## config.mk

```make
export PLATFORM = sky130hd
export DESIGN_NAME = cti_ram
export DESIGN_NICKNAME = d
export VERILOG_FILES = /design/src/hdl/cti_ram.sv
export SDC_FILE = /design/constraint.sdc
export NUM_CORES = 1
export LEC_CHECK = 0
export ABC_CLOCK_PERIOD_IN_PS = 6200
export BUFFER_PORTS_ARGS = -buffer_cell sky130_fd_sc_hd__buf_2
export CORE_MARGIN = 4
export CORE_UTILIZATION = 65
export CTS_CLUSTER_SIZE = 28
export DETAILED_ROUTE_END_ITERATION = 6
export PLACE_DENSITY_LB_ADDON = 0.05
export SYNTH_ARGS = -nofsm -noshare
export SYNTH_HDL_FRONTEND = slang
export SYNTH_SLANG_ARGS = --single-unit
```

## constraint.sdc

```tcl
create_clock -name clk -period 6.2 [get_ports clk]
set_clock_uncertainty 0.1 [all_clocks]
set_input_delay 1.24 -clock clk [delete_from_list [all_inputs] [get_ports clk]]
set_output_delay 1.24 -clock clk [all_outputs]
set_load 0.03 [all_outputs]
```

## src/hdl/cti_ram.sv

```systemverilog
// ----------------------------------------------------------------------------
// cti_ram
// Generic single write port, single read port RAM with registered read data.
// ----------------------------------------------------------------------------
`default_nettype none

module cti_ram #(
    parameter int WIDTH = 8,
    parameter int DEPTH = 16
) (
    input  wire logic                     clk,
    input  wire logic                     we,
    input  wire logic [$clog2(DEPTH)-1:0] waddr,
    input  wire logic [WIDTH-1:0]         wdata,
    input  wire logic                     re,
    input  wire logic [$clog2(DEPTH)-1:0] raddr,
    output logic      [WIDTH-1:0]         rdata
);

    logic [WIDTH-1:0] mem [DEPTH];

    // write port
    always_ff @(posedge clk)
    begin
        if (we)
        begin
            mem[waddr] <= wdata;
        end
    end

    // registered read port
    always_ff @(posedge clk)
    begin
        if (re)
        begin
            rdata <= mem[raddr];
        end
    end

endmodule

`default_nettype wire

```

Word level (Yosys, flattened, before mapping)
Memory sizes are Yosys's and may differ from the RTL's. A register that Yosys moved wholly into a read port is not among the register bits.
Index checks and enable logic that the tools add are counted.
{"block": "totals", "ramBits": 128, "elab_cells": 3, "romBits": 0, "latch_bits": 0, "output_inout_bits": 8, "register_bits": 0, "mem_count": 1}
{"memory": "mem", "depth": 16, "word_bits": 8, "rd": 1, "rd_clocked_by_memory_dff": 1, "wr": 1, "line_no": "20", "source": "logic [WIDTH-1:0] mem [DEPTH];"}
{"block": "classes", "addsub": 0, "magnitude_cmp": 0, "n_bitwise": 0, "mux": 2, "eq_ne": 0, "reduce_logical": 0, "n_mul": 0, "n_shift": 0, "div": 0}
{"cell": "2-to-1 mux 1 bit", "n": 2}

Logic depth before layout (Yosys ltp)
{"block": "logic_depth", "ltp_word": 2, "mapped_depth": 5, "ltp_nobuf": 3}

Worst setup path after synthesis
OpenSTA, ideal clock, no wires.
{"block": "synth_path", "path_type": "input to register", "from": "input waddr[2]", "to": "memory mem[0][0], enable pin", "t_arrival_ps": 2350, "path_slack_ps": 3367, "cell_stages": 2, "setup_time_ps": 383, "path_buffers": 0, "t_required_ps": 5717, "path_cell_list": "or3b_2 > nor3_1"}
{"item": "from (decl)", "line_no": "13", "source": "input wire logic [$clog2(DEPTH)-1:0] waddr,"}
{"item": "to (decl)", "line_no": "20"}
Straight into the memory's write port.

==> run summary <==
## Yosys
* most frequently used cell type in the post-synthesis netlist: sky130_fd_sc_hd__edfxtp_1
* sequential area share after synthesis: 0.7812
* syn nets: 248
* most frequently used flop master after synthesis: sky130_fd_sc_hd__edfxtp_1
* Async S/R FF share, synth: 0
* Post-Syn Area per Cell: 22.83 µm²
* count of flip-flops with a built-in enable after synthesis: 136
* largest area contributor in the synthesized netlist: sky130_fd_sc_hd__edfxtp_1
* count of state elements after synthesis: 136
* post-synthesis cell type count: 18
* portion of synthesized cell area occupied by the leading cell type: 0.7812
* Syn Inst Count: 229
* Ys Warns: 0
* area of the mapped netlist: 5228 µm²
* largest cells by area after synthesis: sky130_fd_sc_hd__edfxtp_1, sky130_fd_sc_hd__mux4_2, sky130_fd_sc_hd__mux4_1
* Commonest cells post-synth: sky130_fd_sc_hd__edfxtp_1, sky130_fd_sc_hd__mux4_2, sky130_fd_sc_hd__a22oi_1, sky130_fd_sc_hd__mux4_1, sky130_fd_sc_hd__nor2_1

## Worst setup path
* required time reported for the critical path endpoint: 6.36 ns
* highest fanout seen on the critical path: 32
* element type at the critical path start: input port
* worst stage delay on the critical path: 0.78 ns
* cells on worst reg2reg path: 3
* count of buffer and inverter cells on the critical path: 1
* Setup crit end kind: flip-flop
* standard cell with the maximum stage delay on the critical path: sky130_fd_sc_hd__buf_2
* Worst Path Class, Setup: input port to flip-flop
* number of cells on the critical path: 4
* family of cells with the greatest summed delay on the critical path: buffers and inverters
* critical path, cell by cell: buf_2, mux4_2, a22oi_1, nand2_1
* CP arrival: 3.08 ns

## Floorplan
* placeable core region: 7767 µm²
* count of boundary I/O pins: 27
* row count: 32
* Initial Utilization: 0.6730
* floorplan die width: 97.68 µm
* height of the die: 97.68 µm
* overall die area: 9541 µm²

## Timing
* final-report setup violation count: 0
* Pins Over Slew Limit: 0
* final critical path time including I/O delays and setup: 2.915 ns
* Worst Hold Margin: 0.6678 ns
* max_slew headroom: 0.2985
* highest clock frequency the design can meet: 343.0 MHz
* final hold violations: 0
* Setup Total Neg Slack: 0 ns
* Tcrit/Tclk final: 0.4702
* unrepaired setup endpoints after global routing: no
* Slew @ Worst Pin: 1.052 ns
* setup ws final: 3.285 ns

## Pwr
* Max IR drop VDD: 0.3558 mV
* Power per Cell Area: 355.4 nW/µm²
* total power: 2.140 mW
* static leakage: 2.012 nW

## Clock tree
* post-cts resize count: 0
* CTS max path bufs: 2
* number of buffers inserted by hold repair at cts: 0
* cts bufs inserted: 17
* buffers inserted during post-CTS setup optimization: 0
* TritonCTS clock tree: yes
* H-tree depth: 4
* number of clock sinks: 136
* clk_lat worst skew: 0.52 ns
* clock slew at the register clock pins of the worst setup and hold paths: 0.06 ns
* CTS root buf: sky130_fd_sc_hd__clkbuf_8

## Finish
* filler cell count: 401
* utilization of the core after routing: 0.7753
* diode count: 0
* finished layout cell area: 6022 µm²
* proportion of layout cells with a drive suffix above 1: 0.2806
* signed area change from the synthesized netlist to the final layout: 15.20%
* non-filler cells, final: 380
* count of nets after finishing: 287

## Routing
* mean routed wirelength per cell: 25.57 µm
* iteration-0 DRC count of the detailed router: 221
* DRC violation count after routing: 0
* WL final: 9.717 mm
* average via count per standard cell: 6.300
* first-pass iteration count of the detailed router: 4
* number of routed nets with antenna violations: 0
* routed via count: 2394

## Global routing
* final global-route overflow total: 0
* via count of the first global-routing pass: 2513
* antenna violations before repair: 0
* wire length of the first global-routing pass: 15.11 mm
* largest net degree at the start of global routing: 33
* total track usage: 0.2258

## Worst hold path
* hold depth: 3
* classification of the worst-slack hold path: flip-flop to flip-flop

## Run
* maxcap violations: 0

## Place
* placed standard-cell area: 5429 µm²
* placed cell count: 351
* Detailed Place HPWL: 5.724 mm
* Port Buffers: 26
* worst setup slack after placement: 2.713 ns
* last weighted congestion value of the routability-driven placer: 0.7956

## Run status
* status: completed

==> final timing paths <==
check                                start       end  slack (ns)
worst max-delay path              raddr[0]  rdata[7]        3.28
worst min-delay path             mem[9][4]  rdata[4]        0.67
worst max register to register  mem[11][0]  rdata[0]        4.59
worst min register to register   mem[9][4]  rdata[4]        0.67
==> registers in the layout (all words and copies together), names as in the netlist <==
register	flops
rdata	8
mem	128
==> metal layers <==
layer  routed length (µm)  global-route usage  share of wire  vias to the layer above
met1                 3980              0.3298           0.41                     1224
met3                  782             0.08184          0.080                        8
met2                 4865              0.3337           0.50                      105
li1                     -                   -              -                     1057
met5                    0                   0              0                        -
met4                   89             0.05325         0.0092                        0
==> cell type report <==
cell class              instances  area [µm²]  area share
clock buffers                  17       414.1     0.06877
well taps                     102       127.6     0.02119
repair buffers                 30       160.2     0.02659
flip-flops and latches        136        4084      0.6782
multi-input cells              83        1057      0.1756
clock inverters                12       178.9     0.02971
==> power breakdown <==
part | internal, mW | switching (mW) | leakage, nW
Combinational | 0.0364 | 0.0637 | 0.494
Clock | 0.646 | 0.353 | 0.282
Sequential | 1.04 | 0.00487 | 1.24
==> cells in the final DEF (no fill, tap or decap), drive strengths merged <==
| master | count |
|---|---|
| edfxtp | 136 |
| mux4 | 32 |
| buf | 30 |
| clkbuf | 17 |
| a22oi | 16 |
| nor2 | 13 |
| nand2 | 9 |
| nor3 | 4 |
| bufinv | 4 |
| clkinv | 4 |
| clkinvlp | 3 |
| nand3b | 2 |
| nand2b | 2 |
| nor2b | 1 |
| and2 | 1 |
| and2b | 1 |
| nand3 | 1 |
| or3b | 1 |
| inv | 1 |
==> worst min-delay path: stages, from the launching register on <==
cell and delay (ns):
sky130_fd_sc_hd__edfxtp_1 0.31, sky130_fd_sc_hd__mux4_1 0.22, sky130_fd_sc_hd__a22oi_1 0.08, sky130_fd_sc_hd__nand2_1 0.06
==> cells by family (layout without fill, tap and decap cells) <==
family,after synthesis,after routing,share of synthesized area
flops,136,136,0.7812
simple gates,35,35,0.03136
mux,32,32,0.1479
compound gates,16,16,0.02298
buf+inv,10,59,0.01651
No activity file was read; power rests on OpenSTA's default activity.
